<file path="config.mk">
export PLATFORM = sky130hd
export DESIGN_NAME = calendar_time_set_editor
export DESIGN_NICKNAME = d
export VERILOG_FILES = /design/src/sv/cte_pkg.sv /design/src/sv/calendar_time_set_editor.sv /design/src/sv/cte_edit.sv
export SDC_FILE = /design/constraint.sdc
export NUM_CORES = 1
export LEC_CHECK = 0
export ABC_AREA = 1
export BUFFER_PORTS_ARGS = -buffer_cell sky130_fd_sc_hd__buf_2
export CORE_MARGIN = 3
export CORE_UTILIZATION = 64
export CTS_CLUSTER_DIAMETER = 150
export CTS_CLUSTER_SIZE = 30
export DETAILED_ROUTE_END_ITERATION = 10
export PLACE_DENSITY = 0.86
export REMOVE_ABC_BUFFERS = 1
export SETUP_SLACK_MARGIN = 0.15
export SLEW_MARGIN = 40
export SYNTH_ARGS = -nofsm -noshare
export SYNTH_HDL_FRONTEND = slang
export SYNTH_SLANG_ARGS = --single-unit
export TNS_END_PERCENT = 5
</file>
<file path="constraint.sdc">
create_clock -name i_clk -period 5.75 [get_ports i_clk]
set_input_delay 0 -clock i_clk [delete_from_list [all_inputs] [get_ports i_clk]]
set_output_delay 0 -clock i_clk [all_outputs]
set_load 0.02 [all_outputs]
</file>
<file path="src/sv/cte_pkg.sv">
// Package: types, constants and the month-length table for the calendar time-set editor.
package cte_pkg;

    localparam int YEAR_W   = 7;
    localparam int MONTH_W  = 4;
    localparam int DAY_W    = 5;
    localparam int HOUR_W   = 5;
    localparam int MIN_W    = 6;
    localparam int SEC_W    = 6;
    localparam int SEL_W    = 3;
    localparam int PERIOD_W = 10;
    localparam int IN_DW    = 40;
    localparam int OUT_DW   = 40;

    localparam logic [PERIOD_W-1:0] BLINK_RESET = 10'd500;
    localparam logic [YEAR_W-1:0]   YEAR_MAX    = 7'd99;
    localparam logic [MONTH_W-1:0]  MONTH_MAX   = 4'd12;
    localparam logic [HOUR_W-1:0]   HOUR_MAX    = 5'd23;
    localparam logic [MIN_W-1:0]    MIN_MAX     = 6'd59;
    localparam logic [SEC_W-1:0]    SEC_MAX     = 6'd59;
    localparam logic [SEL_W-1:0]    SEL_LAST    = 3'd5;

    typedef enum logic [2:0] {
        OP_TICK = 3'd0,
        OP_MODE = 3'd1,
        OP_SEL  = 3'd2,
        OP_INC  = 3'd3,
        OP_DEC  = 3'd4,
        OP_LOAD = 3'd5
    } t_op;

    typedef enum logic [SEL_W-1:0] {
        FLD_YEAR   = 3'd0,
        FLD_MONTH  = 3'd1,
        FLD_DAY    = 3'd2,
        FLD_HOUR   = 3'd3,
        FLD_MINUTE = 3'd4,
        FLD_SECOND = 3'd5
    } t_field;

    typedef struct packed {
        logic [YEAR_W-1:0]  year;
        logic [MONTH_W-1:0] month;
        logic [DAY_W-1:0]   day;
        logic [HOUR_W-1:0]  hour;
        logic [MIN_W-1:0]   minute;
        logic [SEC_W-1:0]   second;
    } t_time;

    typedef struct packed {
        logic             set_mode;
        logic [SEL_W-1:0] field_sel;
        logic             blank_field;
        t_time            tm;
        logic             write_back;
    } t_res;

    // Days in a month; an out-of-range month reads as January. Leap when year % 4 == 0.
    function automatic logic [DAY_W-1:0] month_len(input logic [MONTH_W-1:0] month,
                                                   input logic [YEAR_W-1:0] year);
        logic [DAY_W-1:0] len;
        unique case (month)
            4'd2:                    len = (year[1:0] == 2'd0) ? 5'd29 : 5'd28;
            4'd4, 4'd6, 4'd9, 4'd11: len = 5'd30;
            default:                 len = 5'd31;
        endcase
        return len;
    endfunction

endpackage

</file>
<file path="src/sv/calendar_time_set_editor.sv">
// Top level: input beat register, editor core and output result register.
// An accepted beat passes two register stages: input register, then result register.
// Throughput: one beat per cycle; the input register refills while a result waits.
// A stalled output holds the input register, which then backs up the input side.
// Reset (synchronous, active low): show mode, field 0, blink off, time 00-01-01 00:00:00,
// blink period 500, both registers empty.
module calendar_time_set_editor (
    input  logic                          i_clk,
    input  logic                          i_rst_n,
    input  logic                          i_cfg_we,
    input  logic [cte_pkg::PERIOD_W-1:0]  i_cfg_wdata,
    input  logic                          s_tvalid,
    output logic                          s_tready,
    // [6:0] load_year, [10:7] load_month, [15:11] load_day, [20:16] load_hour,
    // [26:21] load_minute, [32:27] load_second, [39:33] zero
    input  logic [cte_pkg::IN_DW-1:0]     s_tdata,
    // [2:0] op
    input  logic [2:0]                    s_tuser,
    output logic                          m_tvalid,
    input  logic                          m_tready,
    // [0] set_mode, [3:1] field_sel, [4] blank_field, [11:5] year_out, [15:12] month_out,
    // [20:16] day_out, [25:21] hour_out, [31:26] minute_out, [37:32] second_out,
    // [38] write_back, [39] zero
    output logic [cte_pkg::OUT_DW-1:0]    m_tdata
);
    import cte_pkg::*;

    logic   r_in_valid;
    t_op    r_in_op;
    t_time  r_in_load;
    logic   r_out_valid;
    t_res   r_out;
    t_res   w_res;
    logic   w_adv;

    assign w_adv    = r_in_valid && (!r_out_valid || m_tready);
    assign s_tready = !r_in_valid || w_adv;

    always_ff @(posedge i_clk) begin
        if (!i_rst_n) begin
            r_in_valid <= 1'b0;
        end else if (s_tready) begin
            r_in_valid <= s_tvalid;
        end
    end

    always_ff @(posedge i_clk) begin
        if (s_tready && s_tvalid) begin
            r_in_op   <= t_op'(s_tuser);
            r_in_load <= '{year: s_tdata[6:0], month: s_tdata[10:7], day: s_tdata[15:11],
                           hour: s_tdata[20:16], minute: s_tdata[26:21],
                           second: s_tdata[32:27]};
        end
    end

    cte_edit u_edit (
        .i_clk       (i_clk),
        .i_rst_n     (i_rst_n),
        .i_cfg_we    (i_cfg_we),
        .i_cfg_wdata (i_cfg_wdata),
        .i_en        (w_adv),
        .i_op        (r_in_op),
        .i_load      (r_in_load),
        .o_res       (w_res)
    );

    always_ff @(posedge i_clk) begin
        if (!i_rst_n) begin
            r_out_valid <= 1'b0;
        end else if (!r_out_valid || m_tready) begin
            r_out_valid <= r_in_valid;
        end
    end

    always_ff @(posedge i_clk) begin
        if (w_adv) begin
            r_out <= w_res;
        end
    end

    assign m_tvalid = r_out_valid;
    assign m_tdata  = {1'b0, r_out.write_back, r_out.tm.second, r_out.tm.minute,
                       r_out.tm.hour, r_out.tm.day, r_out.tm.month, r_out.tm.year,
                       r_out.blank_field, r_out.field_sel, r_out.set_mode};

endmodule

</file>
<file path="src/sv/cte_edit.sv">
// Editor state registers and the combinational update for one beat.
module cte_edit (
    input  logic                          i_clk,
    input  logic                          i_rst_n,
    input  logic                          i_cfg_we,
    input  logic [cte_pkg::PERIOD_W-1:0]  i_cfg_wdata,
    input  logic                          i_en,
    input  cte_pkg::t_op                  i_op,
    input  cte_pkg::t_time                i_load,
    output cte_pkg::t_res                 o_res
);
    import cte_pkg::*;

    logic [PERIOD_W-1:0] r_period;
    logic [PERIOD_W-1:0] r_tick, n_tick;
    logic                r_mode, n_mode;
    logic [SEL_W-1:0]    r_sel, n_sel;
    logic                r_blink, n_blink;
    t_time               r_tm, n_tm;
    logic                n_wb;

    always_ff @(posedge i_clk) begin
        if (!i_rst_n) begin
            r_period <= BLINK_RESET;
        end else if (i_cfg_we) begin
            r_period <= i_cfg_wdata;
        end
    end

    always_ff @(posedge i_clk) begin
        if (!i_rst_n) begin
            r_tick   <= '0;
            r_mode   <= 1'b0;
            r_sel    <= '0;
            r_blink  <= 1'b0;
            r_tm     <= '{year: '0, month: 4'd1, day: 5'd1, hour: '0, minute: '0, second: '0};
        end else if (i_en) begin
            r_tick   <= n_tick;
            r_mode   <= n_mode;
            r_sel    <= n_sel;
            r_blink  <= n_blink;
            r_tm     <= n_tm;
        end
    end

    always_comb begin
        logic [PERIOD_W-1:0] cnt;
        logic [YEAR_W:0]     y;
        logic [MONTH_W:0]    m;
        logic [DAY_W:0]      d;
        logic [HOUR_W:0]     h;
        logic [MIN_W:0]      mi;
        logic [SEC_W:0]      s;
        logic [DAY_W-1:0]    len;

        n_tick  = r_tick;
        n_mode  = r_mode;
        n_sel   = r_sel;
        n_blink = r_blink;
        n_tm    = r_tm;
        n_wb    = 1'b0;
        cnt     = r_tick + PERIOD_W'(1);
        y       = {1'b0, r_tm.year};
        m       = {1'b0, r_tm.month};
        d       = {1'b0, r_tm.day};
        h       = {1'b0, r_tm.hour};
        mi      = {1'b0, r_tm.minute};
        s       = {1'b0, r_tm.second};
        len     = '0;

        unique case (i_op)
            OP_TICK: begin
                if (cnt >= r_period || r_period == '0) begin
                    n_tick  = '0;
                    n_blink = ~r_blink;
                end else begin
                    n_tick  = cnt;
                end
            end
            OP_MODE: begin
                if (!r_mode) begin
                    n_mode = 1'b1;
                end else begin
                    n_mode = 1'b0;
                    n_sel  = '0;
                    n_wb   = 1'b1;
                end
            end
            OP_SEL: begin
                if (r_mode) begin
                    n_sel = (r_sel >= SEL_LAST) ? '0 : r_sel + SEL_W'(1);
                end
            end
            OP_INC: begin
                if (r_mode) begin
                    unique case (r_sel)
                        FLD_YEAR:   y  = y + 1'b1;
                        FLD_MONTH:  m  = m + 1'b1;
                        FLD_DAY:    d  = d + 1'b1;
                        FLD_HOUR:   h  = h + 1'b1;
                        FLD_MINUTE: mi = mi + 1'b1;
                        default:    s  = s + 1'b1;
                    endcase
                    if (y > {1'b0, YEAR_MAX}) y = '0;
                    if (m > {1'b0, MONTH_MAX}) m = (MONTH_W+1)'(1);
                    len = month_len(m[MONTH_W-1:0], y[YEAR_W-1:0]);
                    if (d > {1'b0, len}) d = (DAY_W+1)'(1);
                    if (h > {1'b0, HOUR_MAX}) h = '0;
                    if (mi > {1'b0, MIN_MAX}) mi = '0;
                    if (s > {1'b0, SEC_MAX}) s = '0;
                    n_tm = '{year: y[YEAR_W-1:0], month: m[MONTH_W-1:0],
                             day: d[DAY_W-1:0], hour: h[HOUR_W-1:0],
                             minute: mi[MIN_W-1:0], second: s[SEC_W-1:0]};
                end
            end
            OP_DEC: begin
                if (r_mode) begin
                    unique case (r_sel)
                        FLD_YEAR:   y  = (y == '0) ? {1'b0, YEAR_MAX} : y - 1'b1;
                        FLD_MONTH:  m  = (m <= (MONTH_W+1)'(1)) ? {1'b0, MONTH_MAX}
                                                                : m - 1'b1;
                        FLD_DAY:    d  = (d == '0) ? '0 : d - 1'b1;
                        FLD_HOUR:   h  = (h == '0) ? {1'b0, HOUR_MAX} : h - 1'b1;
                        FLD_MINUTE: mi = (mi == '0) ? {1'b0, MIN_MAX} : mi - 1'b1;
                        default:    s  = (s == '0) ? {1'b0, SEC_MAX} : s - 1'b1;
                    endcase
                    len = month_len(m[MONTH_W-1:0], y[YEAR_W-1:0]);
                    if (d == '0 || d > {1'b0, len}) d = {1'b0, len};
                    n_tm = '{year: y[YEAR_W-1:0], month: m[MONTH_W-1:0],
                             day: d[DAY_W-1:0], hour: h[HOUR_W-1:0],
                             minute: mi[MIN_W-1:0], second: s[SEC_W-1:0]};
                end
            end
            OP_LOAD: begin
                if (!r_mode) begin
                    n_tm.year   = (i_load.year > YEAR_MAX) ? YEAR_MAX : i_load.year;
                    n_tm.month  = (i_load.month == '0) ? MONTH_W'(1) :
                                  ((i_load.month > MONTH_MAX) ? MONTH_MAX : i_load.month);
                    n_tm.day    = (i_load.day == '0) ? DAY_W'(1) : i_load.day;
                    n_tm.hour   = (i_load.hour > HOUR_MAX) ? HOUR_MAX : i_load.hour;
                    n_tm.minute = (i_load.minute > MIN_MAX) ? MIN_MAX : i_load.minute;
                    n_tm.second = (i_load.second > SEC_MAX) ? SEC_MAX : i_load.second;
                end
            end
            default: begin
            end
        endcase
    end

    assign o_res = '{set_mode: n_mode, field_sel: n_sel, blank_field: n_mode & n_blink,
                     tm: n_tm, write_back: n_wb};

endmodule

</file>
==> flow_summary.toml, run 1 <==
[synth]
synth_top_cell_area_share_pct = 25.83
yosys_warnings = 0
synthDistinctLibCells = 51
yosys.area.top_type = "edfxtp_1"
async_flop_share_pct = 0
ys.flop_type = "edfxtp_1"
synth_area_leaders = "edfxtp_1 (26%), dfxtp_1 (14%), nand2_1 (9.1%), inv_1 (6.8%), nand3_1 (6.5%)"
synth_edf_count = 75
syn_inst = 1169
syn-cell-area_um2 = 8720
ys_seq_elements = 135
yosysSeqAreaShare_pct = 39.60
syn_avg_cell_area_um2 = 7.459

[placement]
dp.cells = 1390
port_buffers = 91
dpl_cell_area_um2 = 9291
gp_congestion = 0.9378
dp_hpwl_um = 14550

[clocking]
cts.clk_slew.worst_paths_ps = 70
cts_made_buffers = 17
htreeDepth = 4
cts_root_buffer = "clkbuf_16"
postCtsResizedCells = 0
cts_tree = "built"
cts_setup_buffers = 0
cts_buffer_depth = 2
cts.sinks = 135
clk-insertion-delay-late_ps = 440

[final_layout]
nFillCells = 851
utilization_pct = 79.18
fin_area_um2 = 10530
diodes = 0
nets = 1388
fin_cells = 1484
area_delta_synth_final_pct = 20.73
drive_above_1_share_pct = 12.39

[drt]
vias = 9133
first_pass_iters = 8
post_drt_wl_per_cell_um = 17.41
post_drt_via_cell_ratio = 6.154
ant_nets = 0
drt_iter0_drc = 1165
post-route-drc-count = 0
finalWirelength_um = 25840

[global_route]
grt_max_degree = 59
gr-total-overflow = 0
grt_pass1_vias = 8730
grt.total_usage_pct = 34.52
antenna_found_initial = 0
grt_pass1_wl_um = 41000

[status]
status = "finished, final reports clean"

[sta]
drv_slew = 0
hold_violations = 0
fin_crit_ps = 3569
rsz0062_at_grt = "false"
setup_tns_ps = 0
worstMarginPinSlew_ps = 800.6
max_freq_mhz = 280.2
setup_viol = 0
relSlewSlack_pct = 46.30
period_share_pct = 62.08
finClkSkew_ps = 9.962

[floorplan]
initial_utilization_pct = 65.58
core_um2 = 13300
chipHeight_um = 122.7
fp.dieW_um = 122.7
pin_count = 100
rows = 42
dieArea_um2 = 15060

[worst_hold_path]
worstHoldStart = "i_rst_n"
hp-class = "in -> reg"
whs_path_depth = 3
min_to = "u_edit.r_tick[7]$_SDFFE_PN0P_"

[critical_path]
cp_num_buf_inv = 3
endpoint_kind = "register"
r2r_slack_ps = 2180
critPathLaunchType = "register"
required_ps = 6070
crit_type = "reg -> reg"
cp_slowest_cell = "dfxtp_1"
cp_slowest_stage_delay_ps = 340
timing.rr.start = "u_edit.r_sel[1]$_SDFFE_PN0P_"
regToRegEndpoint = "u_edit.r_tm[19]$_SDFFE_PN0P_"
cp_cell_sequence = "inv_1 > ha_1 > inv_1 > nor2_1 > nand2_1 > xor2_1 > nand2_1 > nand3b_1 > nand4_1 > inv_1 > a21oi_1 > ha_1 > nand2_1 > o21ai_0 > nor2_1 > nand3_1 > nand3b_1 > nand2_1 > nand3_1 > nand4_1 > nor2_1 > nor2_1"
path_delay_family = "simple AND/OR/NAND/NOR gates"
reg2reg_depth = 22
cp.arrival_ps = 3890
crit_fanout = 7

[pwr]
leakage_uw = 0.004708
power_uw = 2845
p_per_area_nw_per_um2 = 270.2
ir_drop_uv = 227.0

[flow_run]
maxCapViolCount = 0
## layout make-up
class	instances	area, µm²	area share, %
clock buffers	17	425.4	4.041
multi-input cells	815	4454	42.31
flip-flops and latches	135	3455	32.81
well taps	176	220.2	2.092
inverters	162	611.8	5.812
repair buffers	164	1171	11.12
clock inverters	15	190.2	1.807
## worst max-delay path by stage
stage,startpoint,to,slack [ps],cells past startpoint
floorplan,u_edit.r_mode$_SDFFE_PN0P_,u_edit.r_tm[6]$_SDFFE_PN0P_,1660,9
finish,u_edit.r_sel[1]$_SDFFE_PN0P_,u_edit.r_tm[19]$_SDFFE_PN0P_,2180,22
detailed placement,u_edit.r_sel[0]$_SDFFE_PN0P_,u_edit.r_tm[19]$_SDFFE_PN0P_,2220,23
global route,u_edit.r_sel[1]$_SDFFE_PN0P_,u_edit.r_tm[19]$_SDFFE_PN0P_,1770,22
CTS,u_edit.r_sel[1]$_SDFFE_PN0P_,u_edit.r_tm[19]$_SDFFE_PN0P_,2190,22
global placement,u_edit.r_sel[1]$_SDFFE_PN0P_,m_tdata[18]$_DFFE_PP_,2300,21
## where the power goes
group / leakage (µW) / switching, µW / total [µW] / internal, µW
Clock: 0.000301 / 466 / 1160 / 693
Sequential: 0.00122 / 56.8 / 1150 / 1090
Combinational: 0.00319 / 349 / 539 / 190
Total: 0.00471 / 872 / 2840 / 1970
## layer usage
metal,routed length (µm),track usage (%)
met1,9630,41.19
met2,12600,59.04
met3,2632,7.373
met4,972,16.72
met5,0,0
## what timing repair did
action / CTS / global route
hold buffers: 62 / 0
hold endpoints to repair: 48 / 0
setup endpoints to repair: 0 / 0
## through the flow
step | setup WS, ps | hold WS [ps]
2_1_floorplan | 1663 | 98.87
3_3_place_gp | 2305 | 176.5
3_5_place_dp | 2224 | 178.1
4_1_cts | 2191 | 1.892
5_1_grt | 1768 | 51.64
6_report | 2181 | 32.37
## logic make-up (layout without fill, tap and decap cells)
group	count (synthesis)	count (layout)	synth area share [%]
compound gates	245	245	15.94
xor+xnor	39	39	3.917
fa+ha+maj	35	35	5.022
buf+inv	219	358	9.571
flops	135	135	39.60
other cells	1	1	0.04301
simple gates	495	495	25.90
## state kept, by name, indices dropped and copies added (netlist names)
signal,flops
m_tdata,39
r_in_load,33
u_edit.r_tm,33
u_edit.r_period,10
u_edit.r_tick,10
r_in_op,3
u_edit.r_sel,3
m_tvalid,1
r_in_valid,1
u_edit.r_blink,1
u_edit.r_mode,1
## synth_stat cells (6+ instances only)
library cell    n
a21oi_1        82
clkbuf_1       48
dfxtp_1        60
edfxtp_1       75
ha_1           35
inv_1         158
nand2_1       212
nand3_1       114
nand3b_1       10
nand4_1        36
nor2_1         73
nor3_1         21
nor4_1          6
o2111ai_1       6
o211ai_1       25
o21ai_0        99
o22ai_1         7
or2_2           7
xor2_1         35
## worst min-delay path, cell delays in order
cell	delay, ps
buf_2	240
o21ai_0	130
a21oi_1	50
## layout by cell type (no fill, tap or decap), types with 7 or more instances in the layout
master	n
o22ai_1	7
a21oi_1	82
o21ai_0	99
buf_2	91
o211ai_1	25
xor2_1	35
nand3b_1	10
nand3_1	114
nand2_1	211
buf_4	10
ha_1	35
edfxtp_1	75
nand4_1	36
dfxtp_1	59
dlygate4sd3_1	62
or2_2	7
nor2_1	73
inv_1	155
clkbuf_16	17
nor3_1	17
(Power assumes the default switching activity.)
==> run 2, diff against run 1 <==
Settings changed: CORE_UTILIZATION 64 to 54, PLACE_DENSITY 0.86 to 0.78.
Clock period 5.75 ns to 3.2 ns, I/O delays scaled along.
==> flow_summary.toml, run 2 (same netlist as run 1, synthesis figures left out) <==
[clocking]
cts.clk_slew.worst_paths_ps = 60
cts_buffer_depth = 2
htreeDepth = 4
cts.sinks = 135
cts_tree = "built"
cts_made_buffers = 17
clk-insertion-delay-late_ps = 430
cts_root_buffer = "clkbuf_16"

[floorplan]
chipHeight_um = 133.1
rows = 45
initial_utilization_pct = 56.32
pin_count = 100
dieArea_um2 = 17710
fp.dieW_um = 133.1
core_um2 = 15480

[final_layout]
multi_input_area_um2 = 4642
utilization_pct = 70.95
nets = 1423
layout_commonest_cell = "nand2_1"
largest_reg_flops = 39
drive_above_1_share_pct = 17.57
nFillCells = 1173
fin_area_um2 = 10990
area_delta_synth_final_pct = 25.99
seqCellArea_um2 = 3463
diodes = 0
fin_cells = 1554
layout_common_cells = "nand2_1 (205), inv_1 (152), nand3_1 (109)"

[worst_hold_path]
min_to = "u_edit.r_period[9]$_SDFFE_PN0P_"
whs_path_depth = 3
hp-class = "in -> reg"
worstHoldStart = "i_cfg_we"

[sta]
worstMarginPinSlew_ps = 780.4
rsz0062_at_grt = "true"
max_freq_mhz = 321.5
hold_violations = 0
fin_crit_ps = 3110
relSlewSlack_pct = 47.97
drv_slew = 0
finClkSkew_ps = 12.60
setup_viol = 0
worst_slack_ps = 89.91
setup_tns_ps = 0
period_share_pct = 97.19

[global_route]
antenna_found_initial = 0
grt.total_usage_pct = 27.51
grt_pass1_wl_um = 40020
grt_pass1_vias = 8300
grt_max_degree = 59
gr-total-overflow = 0

[drt]
first_pass_iters = 6
post_drt_via_cell_ratio = 5.674
ant_nets = 0
drt_iter0_drc = 915
post-route-drc-count = 0
post_drt_wl_per_cell_um = 15.96
vias = 8818
finalWirelength_um = 24800

[placement]
gp_congestion = 0.9769
pre_cts_ws_ps = 29.51
dp_hpwl_um = 14700
dpl_cell_area_um2 = 9515
port_buffers = 91
dp.cells = 1449

[critical_path]
endpoint_kind = "register"
reg2reg_depth = 24
cp_cell_sequence = "inv_2 > ha_4 > buf_6 > nand2_8 > nor2_4 > a21oi_2 > nor2_2 > nor2_2 > nand2_2 > nand3b_1 > nand4_1 > inv_2 > a21oi_2 > ha_1 > nand2_1 > o21ai_1 > nor2_1 > nand3_2 > nand3b_1 > nand2_1 > nand3_1 > nand4_1 > nor2_1 > nor2_1"
r2r_slack_ps = 90
critPathLaunchType = "register"
cp.arrival_ps = 3430
timing.rr.start = "u_edit.r_sel[1]$_SDFFE_PN0P_"
required_ps = 3520
crit_type = "reg -> reg"
crit_fanout = 5
path_common_cell = "nor2_1"
cp_slowest_cell = "dfxtp_2"
regToRegEndpoint = "u_edit.r_tm[19]$_SDFFE_PN0P_"
cp_slowest_stage_delay_ps = 330

[pwr]
p_per_area_nw_per_um2 = 452.5
ir_drop_uv = 421.1
leakage_uw = 0.004888

[flow_run]
maxCapViolCount = 0

[status]
status = "finished, final reports clean"
==> run 2: power breakdown <==
part | total (µW) | internal, µW | leakage [µW] | switching (µW)
Sequential | 2050 | 1960 | 0.00122 | 93.5
Combinational | 1050 | 396 | 0.00340 | 655
Clock | 1870 | 1080 | 0.000264 | 793
==> run 2: metal layers <==
| layer | global-route usage (%) | up-vias | routed length (µm) |
|---|---|---|---|
| met3 | 6.008 | 53 | 1893 |
| met5 | 0 | - | 0 |
| li1 | - | 4312 | - |
| met1 | 34.42 | 4042 | 10050 |
| met4 | 8.834 | 0 | 531 |
| met2 | 47.32 | 411 | 12330 |
==> run 2: how the worst max path moves through the flow <==
stage / start / endpoint / cells after the start
finish: u_edit.r_sel[1]$_SDFFE_PN0P_ / u_edit.r_tm[19]$_SDFFE_PN0P_ / 24
global route: u_edit.r_sel[1]$_SDFFE_PN0P_ / u_edit.r_tm[19]$_SDFFE_PN0P_ / 24
CTS: u_edit.r_tick[0]$_SDFFE_PN0P_ / u_edit.r_blink$_SDFFE_PN0P_ / 16
detailed placement: u_edit.r_sel[1]$_SDFFE_PN0P_ / m_tdata[19]$_DFFE_PP_ / 21
global placement: u_edit.r_sel[1]$_SDFFE_PN0P_ / m_tdata[18]$_DFFE_PP_ / 21
floorplan: u_edit.r_mode$_SDFFE_PN0P_ / u_edit.r_tm[6]$_SDFFE_PN0P_ / 9
==> run 2: what timing repair did <==
item,in CTS,in global routing
setup endpoints to repair,12,23
hold buffers,64,0
setup buffers,2,7
resized for setup,4,51
hold endpoints to repair,49,0
pin swaps,2,24
==> run 2: area by class of cell <==
cell class | instances | share of cell area [%]
multi-input cells | 815 | 42.26
repair buffers | 199 | 13.13
flip-flops and latches | 135 | 31.53
well taps | 211 | 2.403
clock inverters | 13 | 1.128
clock buffers | 19 | 3.941
inverters | 162 | 5.615
==> run 2: metrics by stage <==
stage / power, µW / hold slack, ps
after floorplan: 2684 / 98.87
after global placement: 2968 / 177.2
after detailed placement: 2983 / 178.1
after CTS: 4900 / 28.62
after global routing: 5190 / 113.1
final: 4971 / 88.14
==> run 2: critical path, delay by kind of cell, from the launching register on <==
| kind | cells | cell delay [ps] |
|---|---|---|
| flip-flops | 1 | 330 |
| buffers and inverters | 3 | 300 |
| AND/OR/NAND/NOR | 16 | 1640 |
| AO/OA/AOI/OAI | 3 | 250 |
| adder cells (fa/ha/maj) | 2 | 460 |
